[config.mk]
export PLATFORM = sky130hd
export DESIGN_NAME = ps2_mouse_packet_cursor_tracker_top
export DESIGN_NICKNAME = d
export VERILOG_FILES = /design/src/hw/rtl/ps2m_pkg.sv /design/src/hw/rtl/ps2_mouse_packet_cursor_tracker_top.sv /design/src/hw/rtl/ps2m_cfg_regs.sv /design/src/hw/rtl/ps2m_core.sv
export VERILOG_INCLUDE_DIRS = /design/src /design/src/hw/rtl
export SDC_FILE = /design/constraint.sdc
export NUM_CORES = 1
export LEC_CHECK = 0
export ABC_AREA = 1
export BUFFER_PORTS_ARGS = -buffer_cell sky130_fd_sc_hd__buf_2
export CAP_MARGIN = 0
export CORE_MARGIN = 2
export CORE_UTILIZATION = 55
export DETAILED_ROUTE_END_ITERATION = 8
export PLACE_DENSITY_LB_ADDON = 0.2
export SLEW_MARGIN = 20
export SYNTH_ARGS = -nofsm -noshare
export SYNTH_HDL_FRONTEND = slang
export SYNTH_SLANG_ARGS = --single-unit
[constraint.sdc]
create_clock -name clk -period 4.5 [get_ports clk]
set_input_delay 0.45 -clock clk [delete_from_list [all_inputs] [get_ports clk]]
set_output_delay 0.45 -clock clk [all_outputs]
set_load 0.05 [all_outputs]
[src/hw/rtl/ps2_mouse_packet_cursor_tracker_top_macros.svh]
// assertion macros for the ps2 mouse cursor tracker
// used by the rtl files that carry concurrent checks, no other dependencies
`ifndef PS2_MOUSE_PACKET_CURSOR_TRACKER_TOP_MACROS_SVH
`define PS2_MOUSE_PACKET_CURSOR_TRACKER_TOP_MACROS_SVH

// same-cycle implication, disabled during reset
`define PS2M_ASSERT_IMP(label, clk, rst_n, ante, cons) \
	label: assert property (@(posedge clk) disable iff (!(rst_n)) (ante) |-> (cons)) \
		else $error("ps2m check failed");

// next-cycle implication, disabled during reset
`define PS2M_ASSERT_NXT(label, clk, rst_n, ante, cons) \
	label: assert property (@(posedge clk) disable iff (!(rst_n)) (ante) |=> (cons)) \
		else $error("ps2m check failed");

`endif

[src/hw/rtl/ps2m_pkg.sv]
// shared types and constants for the ps2 mouse cursor tracker
// no dependencies
package ps2m_pkg;

	// coordinate storage width default
	localparam int COORD_BITS_DEF = 12;

	// fixed field widths
	localparam int CFG_W       = 13;
	localparam int CFG_IDX_W   = 1;
	localparam int OUT_COORD_W = 12;

	// configuration register indexes
	localparam logic [CFG_IDX_W-1:0] REG_SCREEN_WIDTH  = 1'd0;
	localparam logic [CFG_IDX_W-1:0] REG_SCREEN_HEIGHT = 1'd1;

	// register reset values
	localparam logic [CFG_W-1:0] SCREEN_WIDTH_RST  = 13'd1024;
	localparam logic [CFG_W-1:0] SCREEN_HEIGHT_RST = 13'd768;

	// nominal cursor reset position, limited to the coordinate range
	localparam int POS_X_RST_NOM = 512;
	localparam int POS_Y_RST_NOM = 384;

	// header byte bits
	localparam logic [7:0] HDR_SYNC_BIT   = 8'h08;
	localparam logic [7:0] BTN_LEFT_BIT   = 8'h01;
	localparam logic [7:0] BTN_RIGHT_BIT  = 8'h02;
	localparam logic [7:0] BTN_MIDDLE_BIT = 8'h04;

	// input item
	typedef struct packed {
		logic       from_aux;
		logic [7:0] data_byte;
	} in_item_t;

	// result item
	typedef struct packed {
		logic [OUT_COORD_W-1:0] cursor_x;
		logic [OUT_COORD_W-1:0] cursor_y;
		logic                   left_pressed;
		logic                   right_pressed;
		logic                   middle_pressed;
		logic                   packet_done;
		logic                   sync_dropped;
	} out_item_t;

endpackage

[src/hw/rtl/ps2_mouse_packet_cursor_tracker_top.sv]
// PS/2 mouse cursor tracker: takes one controller byte per item and returns one result item
// per byte with the clamped cursor position, the buttons of the last full packet and the
// packet-done and sync-dropped flags. An item is caught in an input register when accepted and
// its result is loaded into the result register once that register is empty or taken, and
// is presented from there. One item is accepted every cycle while results are taken; the
// result register stalling is what holds back the input side. Screen size registers are
// written through cfg_we, cfg_index and cfg_data.
// Depends on ps2m_pkg, ps2m_cfg_regs, ps2m_core and the assertion macro header.
`include "ps2_mouse_packet_cursor_tracker_top_macros.svh"

module ps2_mouse_packet_cursor_tracker_top #(
	parameter int COORD_BITS = ps2m_pkg::COORD_BITS_DEF
) (
	input  logic                           clk,
	input  logic                           arst_n,
	input  logic                           cfg_we,
	input  logic [ps2m_pkg::CFG_IDX_W-1:0] cfg_index,
	input  logic [ps2m_pkg::CFG_W-1:0]     cfg_data,
	input  logic                           in_valid,
	output logic                           in_stall,
	input  ps2m_pkg::in_item_t             in_item,
	output logic                           out_valid,
	input  logic                           out_stall,
	output ps2m_pkg::out_item_t            out_item
);
	import ps2m_pkg::*;

	logic                  valid_s1;
	in_item_t              item_s1;
	logic                  valid_s2;
	out_item_t             item_s2;
	logic                  adv_s2;
	logic                  step;
	logic [COORD_BITS-1:0] x_lim;
	logic [COORD_BITS-1:0] y_lim;
	out_item_t             res;

	// flow control: result register frees when empty or taken
	assign adv_s2   = !valid_s2 || !out_stall;
	assign in_stall = valid_s1 && !adv_s2;
	assign step     = valid_s1 && adv_s2;

	ps2m_cfg_regs #(
		.COORD_BITS(COORD_BITS)
	) u_cfg (
		.clk      (clk),
		.arst_n   (arst_n),
		.cfg_we   (cfg_we),
		.cfg_index(cfg_index),
		.cfg_data (cfg_data),
		.x_lim    (x_lim),
		.y_lim    (y_lim)
	);

	ps2m_core #(
		.COORD_BITS(COORD_BITS)
	) u_core (
		.clk   (clk),
		.arst_n(arst_n),
		.step  (step),
		.item  (item_s1),
		.x_lim (x_lim),
		.y_lim (y_lim),
		.res   (res)
	);

	// input register
	always_ff @(posedge clk or negedge arst_n) begin
		if (!arst_n) begin
			valid_s1 <= 1'b0;
		end else if (!in_stall) begin
			valid_s1 <= in_valid;
		end
	end

	always_ff @(posedge clk) begin
		if (in_valid && !in_stall) item_s1 <= in_item;
	end

	// result register
	always_ff @(posedge clk or negedge arst_n) begin
		if (!arst_n) begin
			valid_s2 <= 1'b0;
		end else if (adv_s2) begin
			valid_s2 <= valid_s1;
		end
	end

	always_ff @(posedge clk) begin
		if (step) item_s2 <= res;
	end

	assign out_valid = valid_s2;
	assign out_item  = item_s2;

	// one byte cannot both finish a packet and be dropped as a bad header
	`PS2M_ASSERT_IMP(a_flags_excl, clk, arst_n, valid_s2,
		!(item_s2.packet_done && item_s2.sync_dropped))

	// a byte from the keyboard side raises no flag
	`PS2M_ASSERT_NXT(a_nonaux_quiet, clk, arst_n, step && !item_s1.from_aux,
		!item_s2.packet_done && !item_s2.sync_dropped)

	// buttons only move on a finished packet
	`PS2M_ASSERT_NXT(a_btn_hold, clk, arst_n, step && valid_s2,
		item_s2.packet_done ||
		(item_s2.left_pressed == $past(item_s2.left_pressed) &&
		 item_s2.right_pressed == $past(item_s2.right_pressed) &&
		 item_s2.middle_pressed == $past(item_s2.middle_pressed)))

endmodule

[src/hw/rtl/ps2m_cfg_regs.sv]
// screen size registers and the derived cursor limits
// depends on ps2m_pkg
module ps2m_cfg_regs #(
	parameter int COORD_BITS = ps2m_pkg::COORD_BITS_DEF
) (
	input  logic                           clk,
	input  logic                           arst_n,
	input  logic                           cfg_we,
	input  logic [ps2m_pkg::CFG_IDX_W-1:0] cfg_index,
	input  logic [ps2m_pkg::CFG_W-1:0]     cfg_data,
	output logic [COORD_BITS-1:0]          x_lim,
	output logic [COORD_BITS-1:0]          y_lim
);
	import ps2m_pkg::*;

	localparam int EW = (CFG_W > COORD_BITS + 1) ? CFG_W : COORD_BITS + 1;
	localparam logic [EW-1:0] SPAN = EW'(1) << COORD_BITS;

	logic [CFG_W-1:0] width_q;
	logic [CFG_W-1:0] height_q;
	logic [EW-1:0]    w_eff;
	logic [EW-1:0]    h_eff;
	logic [EW-1:0]    w_m1;
	logic [EW-1:0]    h_m1;

	// register writes
	always_ff @(posedge clk or negedge arst_n) begin
		if (!arst_n) begin
			width_q  <= SCREEN_WIDTH_RST;
			height_q <= SCREEN_HEIGHT_RST;
		end else if (cfg_we) begin
			case (cfg_index)
				REG_SCREEN_WIDTH:  width_q  <= cfg_data;
				REG_SCREEN_HEIGHT: height_q <= cfg_data;
				default: ;
			endcase
		end
	end

	// effective size: zero acts as one, capped at the coordinate span
	always_comb begin
		w_eff = EW'(width_q);
		if (width_q == '0) w_eff = EW'(1);
		else if (w_eff > SPAN) w_eff = SPAN;
		h_eff = EW'(height_q);
		if (height_q == '0) h_eff = EW'(1);
		else if (h_eff > SPAN) h_eff = SPAN;
		w_m1 = w_eff - EW'(1);
		h_m1 = h_eff - EW'(1);
	end

	assign x_lim = w_m1[COORD_BITS-1:0];
	assign y_lim = h_m1[COORD_BITS-1:0];

endmodule

[src/hw/rtl/ps2m_core.sv]
// packet framing, button latch and clamped cursor update
// depends on ps2m_pkg
module ps2m_core #(
	parameter int COORD_BITS = ps2m_pkg::COORD_BITS_DEF
) (
	input  logic                  clk,
	input  logic                  arst_n,
	input  logic                  step,
	input  ps2m_pkg::in_item_t    item,
	input  logic [COORD_BITS-1:0] x_lim,
	input  logic [COORD_BITS-1:0] y_lim,
	output ps2m_pkg::out_item_t   res
);
	import ps2m_pkg::*;

	typedef enum logic [1:0] {
		PH_HEADER,
		PH_DX,
		PH_DY
	} phase_t;

	localparam int SW  = COORD_BITS + 2;
	localparam int TOP = (1 << COORD_BITS) - 1;
	localparam int WB  = (COORD_BITS > OUT_COORD_W) ? COORD_BITS : OUT_COORD_W;
	localparam logic [COORD_BITS-1:0] POS_X_RST =
		(POS_X_RST_NOM > TOP) ? COORD_BITS'(TOP) : COORD_BITS'(POS_X_RST_NOM);
	localparam logic [COORD_BITS-1:0] POS_Y_RST =
		(POS_Y_RST_NOM > TOP) ? COORD_BITS'(TOP) : COORD_BITS'(POS_Y_RST_NOM);
	localparam logic [2:0] BTN_MASK = 3'(BTN_LEFT_BIT | BTN_RIGHT_BIT | BTN_MIDDLE_BIT);

	phase_t                phase_q, phase_d;
	logic [2:0]            hdr_btn_q, hdr_btn_d;
	logic [7:0]            dx_q, dx_d;
	logic [COORD_BITS-1:0] pos_x_q, pos_x_d;
	logic [COORD_BITS-1:0] pos_y_q, pos_y_d;
	logic [2:0]            btn_q, btn_d;
	logic                  done;
	logic                  dropped;
	logic signed [SW-1:0]  nx;
	logic signed [SW-1:0]  ny;
	logic [WB-1:0]         xw;
	logic [WB-1:0]         yw;

	// signed move of both axes, y delta subtracted
	assign nx = $signed({2'b00, pos_x_q}) + SW'(signed'(dx_q));
	assign ny = $signed({2'b00, pos_y_q}) - SW'(signed'(item.data_byte));

	// next state for one item
	always_comb begin
		phase_d   = phase_q;
		hdr_btn_d = hdr_btn_q;
		dx_d      = dx_q;
		pos_x_d   = pos_x_q;
		pos_y_d   = pos_y_q;
		btn_d     = btn_q;
		done      = 1'b0;
		dropped   = 1'b0;
		if (item.from_aux) begin
			case (phase_q)
				PH_DX: begin
					dx_d    = item.data_byte;
					phase_d = PH_DY;
				end
				PH_DY: begin
					btn_d = hdr_btn_q & BTN_MASK;
					// clamp to 0..limit
					if (nx[SW-1]) pos_x_d = '0;
					else if (nx > $signed({2'b00, x_lim})) pos_x_d = x_lim;
					else pos_x_d = nx[COORD_BITS-1:0];
					if (ny[SW-1]) pos_y_d = '0;
					else if (ny > $signed({2'b00, y_lim})) pos_y_d = y_lim;
					else pos_y_d = ny[COORD_BITS-1:0];
					phase_d = PH_HEADER;
					done    = 1'b1;
				end
				default: begin
					// header byte; the unused phase code lands here too
					hdr_btn_d = item.data_byte[2:0];
					if ((item.data_byte & HDR_SYNC_BIT) != '0) begin
						phase_d = PH_DX;
					end else begin
						phase_d = PH_HEADER;
						dropped = 1'b1;
					end
				end
			endcase
		end
	end

	// state registers
	always_ff @(posedge clk or negedge arst_n) begin
		if (!arst_n) begin
			phase_q   <= PH_HEADER;
			hdr_btn_q <= '0;
			dx_q      <= '0;
			pos_x_q   <= POS_X_RST;
			pos_y_q   <= POS_Y_RST;
			btn_q     <= '0;
		end else if (step) begin
			phase_q   <= phase_d;
			hdr_btn_q <= hdr_btn_d;
			dx_q      <= dx_d;
			pos_x_q   <= pos_x_d;
			pos_y_q   <= pos_y_d;
			btn_q     <= btn_d;
		end
	end

	// result reflects state after this item, cursor cut to field width
	assign xw = WB'(pos_x_d);
	assign yw = WB'(pos_y_d);

	always_comb begin
		res.cursor_x       = xw[OUT_COORD_W-1:0];
		res.cursor_y       = yw[OUT_COORD_W-1:0];
		res.left_pressed   = (3'(BTN_LEFT_BIT) & btn_d) != '0;
		res.right_pressed  = (3'(BTN_RIGHT_BIT) & btn_d) != '0;
		res.middle_pressed = (3'(BTN_MIDDLE_BIT) & btn_d) != '0;
		res.packet_done    = done;
		res.sync_dropped   = dropped;
	end

endmodule

==> impl_metrics.py, run 1 <==
metrics = {
    "status": {
        "status": "complete, no violations",
    },
    "timing": {
        "setup_tns_ns": 0,
        "maxSlewHeadroom_pct": 39.6,
        "finalMaxSlewViolations": 0,
        "fmax_mhz": 250,
        "worst_pin_slew_ns": 0.905,
        "hold_viol": 0,
        "finalSetupViolations": 0,
        "rsz0062_at_grt": "no",
        "period_minus_slack_ns": 3.99,
        "period_share_pct": 88.8,
        "skew_ns": 0.00664,
    },
    "place": {
        "dpl.cell_count": 1131,
        "place.detailed.hpwl_mm": 11.6,
        "globalplace.congestion": 0.954,
        "port_buffers": 58,
    },
    "routing": {
        "drt_wl_total_mm": 15.6,
        "post_drt_via_cell_ratio": 5.11,
        "drt-pass1-iter-count": 5,
        "wl_per_cell_um": 13.6,
        "vias": 5866,
        "drtIter0Drc": 340,
        "ant_nets": 0,
        "drc": 0,
    },
    "clocking": {
        "cts_setup_buffers": 0,
        "tritoncts": "built",
        "h-tree-depth": 3,
        "cts_hold_buf": 0,
        "cts_made_buffers": 9,
        "ctsResizeCount": 0,
        "clkTransAtPathRegs_ns": 0.07,
        "insertion_delay_ns": 0.35,
        "cts.sinks": 106,
        "clock_path_buffers": 2,
        "cts_root_buffer": "clkbuf_16",
    },
    "floorplanning": {
        "initial_core_util_pct": 56.5,
        "dieWidth_um": 118,
        "fp.dieH_um": 118,
        "die-area_um2": 14000,
        "coreArea_um2": 12700,
        "rows": 41,
        "pin_count": 59,
    },
    "critical_path": {
        "r2r_slack_ns": 0.51,
        "reg2regPathDepth": 21,
        "crit_path_end_kind": "flop",
        "cp-start-kind": "flop",
        "worstPathArrival_ns": 4.09,
        "crit_required_ns": 4.60,
        "cp_max_fo": 12,
        "crit_type": "reg -> reg",
    },
    "grt": {
        "grt_pass1_wl_mm": 26.6,
        "grt_pass1_vias": 5501,
        "grt_start_max_net_pins": 64,
        "grt_usage_pct": 23.6,
        "grt_antenna_before_repair": 0,
        "grt-ovfl-total": 0,
    },
    "yosys": {
        "synth_ff_type": "dfrtp_1",
        "seq_area_frac_synth_pct": 39.8,
        "synth.most_common_cell": "nand2_1",
        "synth_edf_count": 38,
        "syn_area_um2": 7160,
        "synth_common_cells": "301 x nand2_1, 112 x inv_1, 62 x dfrtp_1",
        "synth_cell_types": 48,
        "synth_top_area_share_pct": 21.7,
        "ys_top_cells_by_area": "dfrtp_1 22%, edfxtp_1 16%, nand2_1 16%",
        "ys_warn_count": 0,
        "syn_avg_cell_area_um2": 7.80,
        "netlist_instances": 918,
        "synth_nets": 1002,
        "yosysTopAreaCell": "dfrtp_1",
        "ys_ff_latch": 106,
        "synth-async-reset-ratio_pct": 64.2,
    },
    "power": {
        "leakagePower_nw": 4.10,
        "powerDensity_nw_per_um2": 687,
        "ir_drop_mv": 0.276,
    },
    "cells_and_area": {
        "final.fill_count": 1136,
        "area_growth_pct": 9.85,
        "multiInputGateArea_um2": 3720,
        "seq_area_um2": 2850,
        "drive_gt1_share_pct": 15.2,
        "diodes": 0,
        "stdcell_count": 1147,
        "final_nets": 1054,
    },
    "min_path": {
        "hp-class": "in -> async",
    },
    "flow_run": {
        "cap_violations": 0,
    },
}
==> stage by stage <==
step	area [um^2]	hold WS (ns)	worst slack [ns]	total power [mW]	util (%)
CTS	7870	0.177	0.543	5.41	62.1
detailed placement	7550	0.472	0.549	4.56	59.6
global placement	7550	0.468	0.635	4.54	59.6
floorplan	7160	0.154	1.27	3.95	-
finish	7870	0.151	0.506	5.41	62.1
global route	7870	0.204	0.0362	5.90	62.1
==> sequential cells by signal, indices dropped and copies added, names as in the netlist, 3 cells and up <==
name	count
u_core.hdr_btn_q	3
u_core.pos_x_q	12
u_cfg.height_q	13
item_s1	9
u_core.pos_y_q	12
u_cfg.width_q	13
u_core.dx_q	8
out_item	29
u_core.btn_q	3
==> path summary, 6_finish.rpt <==
path | start | end
setup / recovery | u_cfg.width_q[5]$_DFFE_PN0P_ | out_item[28]$_DFFE_PP_
max in group asynchronous | arst_n | u_core.pos_y_q[7]$_DFFE_PN1P_
min in group clk | in_item[6] | item_s1[6]$_DFFE_PP_
hold / removal | arst_n | u_core.pos_x_q[10]$_DFFE_PN0P_
setup reg to reg | u_cfg.width_q[5]$_DFFE_PN0P_ | out_item[28]$_DFFE_PP_
hold reg to reg | u_core.pos_y_q[8]$_DFFE_PN1P_ | u_core.pos_y_q[8]$_DFFE_PN1P_
==> cells by family after synthesis <==
logic type               after synthesis  share of synthesized area, %
AND/OR/NAND/NOR                      477                          29.6
flip-flops                           106                          39.8
XOR/XNOR                              31                          3.90
buffers and inverters                139                          8.28
adder cells (fa/ha/maj)               56                          9.99
AO/OA/AOI/OAI                        109                          8.47
==> where the power goes <==
group | switching [mW] | internal (mW)
clock | 0.368 | 0.456
combinational | 2.03 | 1.06
sequential | 0.189 | 1.30
total | 2.59 | 2.82
==> layout by cell type, fill, tap and decap left out, types with 5 or more instances in the layout <==
master,count
nand2_1,301
inv_1,112
dfrtp_1,62
buf_2,58
o21ai_0,54
ha_1,54
nor2_1,49
nand3_1,40
edfxtp_1,38
nand2_2,29
a21oi_1,26
nand4_1,23
xor2_1,23
nand3_2,14
clkbuf_16,9
xnor2_1,7
nor2_2,6
o21ai_1,6
dfstp_2,6
inv_2,5
==> worst max-delay path, cell delays in order, from the launching register on <==
cell      delay, ns
dfrtp_1        0.42
nor2_1         0.12
nand3_1        0.08
nor2_1         0.09
nand2_1        0.07
nand2_1        0.31
nand2_1        0.24
ha_1           0.27
nand3_1        0.16
xnor2_1        0.13
ha_1           0.29
nand2_1        0.06
nor2_1         0.15
o21ai_0        0.11
o211ai_1       0.12
nand2_1        0.08
nand4_1        0.07
nand2_1        0.09
a21oi_2        0.53
nand3_1        0.16
nand3_1        0.11
nand2_1        0.08
==> metal layers <==
| layer | track usage, % | vias to the layer above | part of all wire, % |
|---|---|---|---|
| met5 | 0 | - | 0 |
| met4 | 5.72 | 0 | 1.2 |
| met3 | 4.07 | 12 | 3.6 |
| met2 | 38.8 | 114 | 46 |
| met1 | 32.5 | 2661 | 49 |
| li1 | - | 3079 | - |
==> area by class of cell <==
class	instances	share of cell area (%)
clock inverter	5	0.922
inverter	118	5.63
timing repair buffer	62	4.07
tap	172	2.73
multi-input combinational	673	47.3
clock buffer	11	3.08
sequential	106	36.2
Note: power is estimated with default switching activity, not from simulation.
==> inputs of run 2 (changes only) <==
--- a/config.mk
+++ b/config.mk
@@ -12,7 +12,9 @@
 export CORE_MARGIN = 2
 export CORE_UTILIZATION = 55
 export DETAILED_ROUTE_END_ITERATION = 8
+export MAX_ROUTING_LAYER = met4
 export PLACE_DENSITY_LB_ADDON = 0.2
+export SKIP_LAST_GASP = 1
 export SLEW_MARGIN = 20
 export SYNTH_ARGS = -nofsm -noshare
 export SYNTH_HDL_FRONTEND = slang
==> impl_metrics.py, run 2 (same netlist as run 1, synthesis figures left out) <==
metrics = {
    "critical_path": {
        "cp_top_family": "simple AND/OR/NAND/NOR gates",
        "crit_path_frequent_cell": "nand2_1",
        "crit_type": "reg -> reg",
        "worstPathArrival_ns": 4.05,
        "crit_required_ns": 4.61,
        "cp-start-kind": "flop",
        "crit_buf_inv": 1,
        "r2r_slack_ns": 0.56,
        "reg2regPathDepth": 19,
        "cp_max_fo": 12,
        "crit_path_end_kind": "flop",
        "cpMaxStageDelayCell": "a21oi_2",
        "timing.rr.end": "out_item[28]$_DFFE_PP_",
        "path_cells": "nor4_1 -> nand2_1 -> nand2_1 -> nand2_1 -> ha_1 -> nand3_1 -> inv_1 -> nand2_1 -> xnor2_1 -> ha_1 -> nand2_1 -> nor3_1 -> nand2_1 -> nand4_1 -> nand2_1 -> a21oi_2 -> nand3_1 -> nand3_1 -> nand2_1",
        "critPathMaxStageDelay_ns": 0.53,
        "r2r-start": "u_cfg.width_q[8]$_DFFE_PN0P_",
    },
    "clocking": {
        "tritoncts": "built",
        "cts.sinks": 106,
        "clock_path_buffers": 2,
        "cts_root_buffer": "clkbuf_16",
        "cts_hold_buf": 0,
        "cts_setup_buffers": 0,
        "insertion_delay_ns": 0.36,
        "h-tree-depth": 3,
        "cts_made_buffers": 9,
        "clkTransAtPathRegs_ns": 0.07,
        "ctsResizeCount": 0,
    },
    "timing": {
        "worst_pin_slew_ns": 0.879,
        "fmax_mhz": 254,
        "holdWs_ns": 0.155,
        "hold_viol": 0,
        "period_share_pct": 87.6,
        "setup_slack_ns": 0.560,
        "period_minus_slack_ns": 3.94,
        "skew_ns": 0.0103,
        "maxSlewHeadroom_pct": 41.4,
        "setup_tns_ns": 0,
        "rsz0062_at_grt": "no",
        "finalSetupViolations": 0,
        "finalMaxSlewViolations": 0,
    },
    "grt": {
        "grt_usage_pct": 24.6,
        "grt_start_max_net_pins": 64,
        "grt_antenna_before_repair": 0,
        "grt_pass1_wl_mm": 26.9,
        "grt_pass1_vias": 5579,
        "grt-ovfl-total": 0,
    },
    "place": {
        "place_area_um2": 7550,
        "globalplace.congestion": 0.969,
        "dpl.cell_count": 1131,
        "place.detailed.hpwl_mm": 11.8,
        "dp_slack_ns": 0.553,
        "port_buffers": 58,
    },
    "cells_and_area": {
        "utilization_pct": 61.9,
        "drive_gt1_share_pct": 15.2,
        "stdcell_count": 1147,
        "final_nets": 1054,
        "final.fill_count": 1147,
        "diodes": 0,
        "largest_reg_flops": 29,
        "final_common_cell": "nand2_1",
        "final_design_area_no_fill_um2": 7840,
        "final_cell_mix": "301 x nand2_1, 112 x inv_1, 62 x dfrtp_1",
        "area_growth_pct": 9.50,
    },
    "floorplanning": {
        "dieWidth_um": 118,
        "fp.dieH_um": 118,
        "initial_core_util_pct": 56.5,
        "rows": 41,
        "die-area_um2": 14000,
        "coreArea_um2": 12700,
        "pin_count": 59,
    },
    "routing": {
        "drt_wl_total_mm": 15.6,
        "drt-pass1-iter-count": 5,
        "drc": 0,
        "ant_nets": 0,
        "vias": 5832,
        "post_drt_via_cell_ratio": 5.08,
        "drtIter0Drc": 346,
        "wl_per_cell_um": 13.6,
    },
    "power": {
        "leakagePower_nw": 4.09,
        "power_mw": 5.35,
        "ir_drop_mv": 0.276,
        "powerDensity_nw_per_um2": 682,
    },
    "status": {
        "status": "complete, no violations",
    },
    "min_path": {
        "hp-class": "in -> async",
    },
    "flow_run": {
        "cap_violations": 0,
    },
}
[run 2: cell count changes in the layout (fill, tap and decap cells not counted)]
| cell | change |
|---|---|
| clkinv_4 | -2 |
| bufinv_16 | -1 |
| inv_6 | +2 |
| clkinv_2 | +1 |
[run 2: cell type report]
type	instances	area, um^2	area share, %
repair buffers	62	320	4.08
clock buffers	11	243	3.09
multi-input cells	673	3720	47.5
flip-flops and latches	106	2850	36.3
inverters	118	443	5.65
well taps	172	215	2.74
clock inverters	5	47.5	0.606
[run 2: report_power, final]
part           switching (mW)  total [mW]  internal, mW
clock                   0.380       0.781         0.401
combinational            2.02        3.08          1.05
sequential              0.187        1.49          1.30
[run 2: worst max path at each step]
stage,startpoint,endpoint,cells after the start
5_1_grt,u_cfg.width_q[8]$_DFFE_PN0P_,u_core.pos_x_q[0]$_DFFE_PN0P_,20
2_1_floorplan,u_core.pos_x_q[0]$_DFFE_PN0P_,out_item[26]$_DFFE_PP_,23
3_3_place_gp,u_cfg.width_q[5]$_DFFE_PN0P_,out_item[28]$_DFFE_PP_,21
6_report,u_cfg.width_q[8]$_DFFE_PN0P_,out_item[28]$_DFFE_PP_,19
3_5_place_dp,u_cfg.width_q[9]$_DFFE_PN0P_,out_item[28]$_DFFE_PP_,19
4_1_cts,u_cfg.width_q[9]$_DFFE_PN0P_,out_item[28]$_DFFE_PP_,18
[run 2: per-layer routing]
metal  share of wire, %  global-route usage, %
met1                 47                   32.6
met2                 47                   39.3
met3                4.4                   3.68
met4                1.5                   6.93
met5                  0                      -
[run 2: worst register-to-register path: cells and delay by family (launching register included)]
family | cells | cell delay [ns]
compound gates | 1 | 0.53
buf+inv | 1 | 0.06
fa+ha+maj | 2 | 0.56
xor+xnor | 1 | 0.10
flops | 1 | 0.40
simple gates | 14 | 2.06
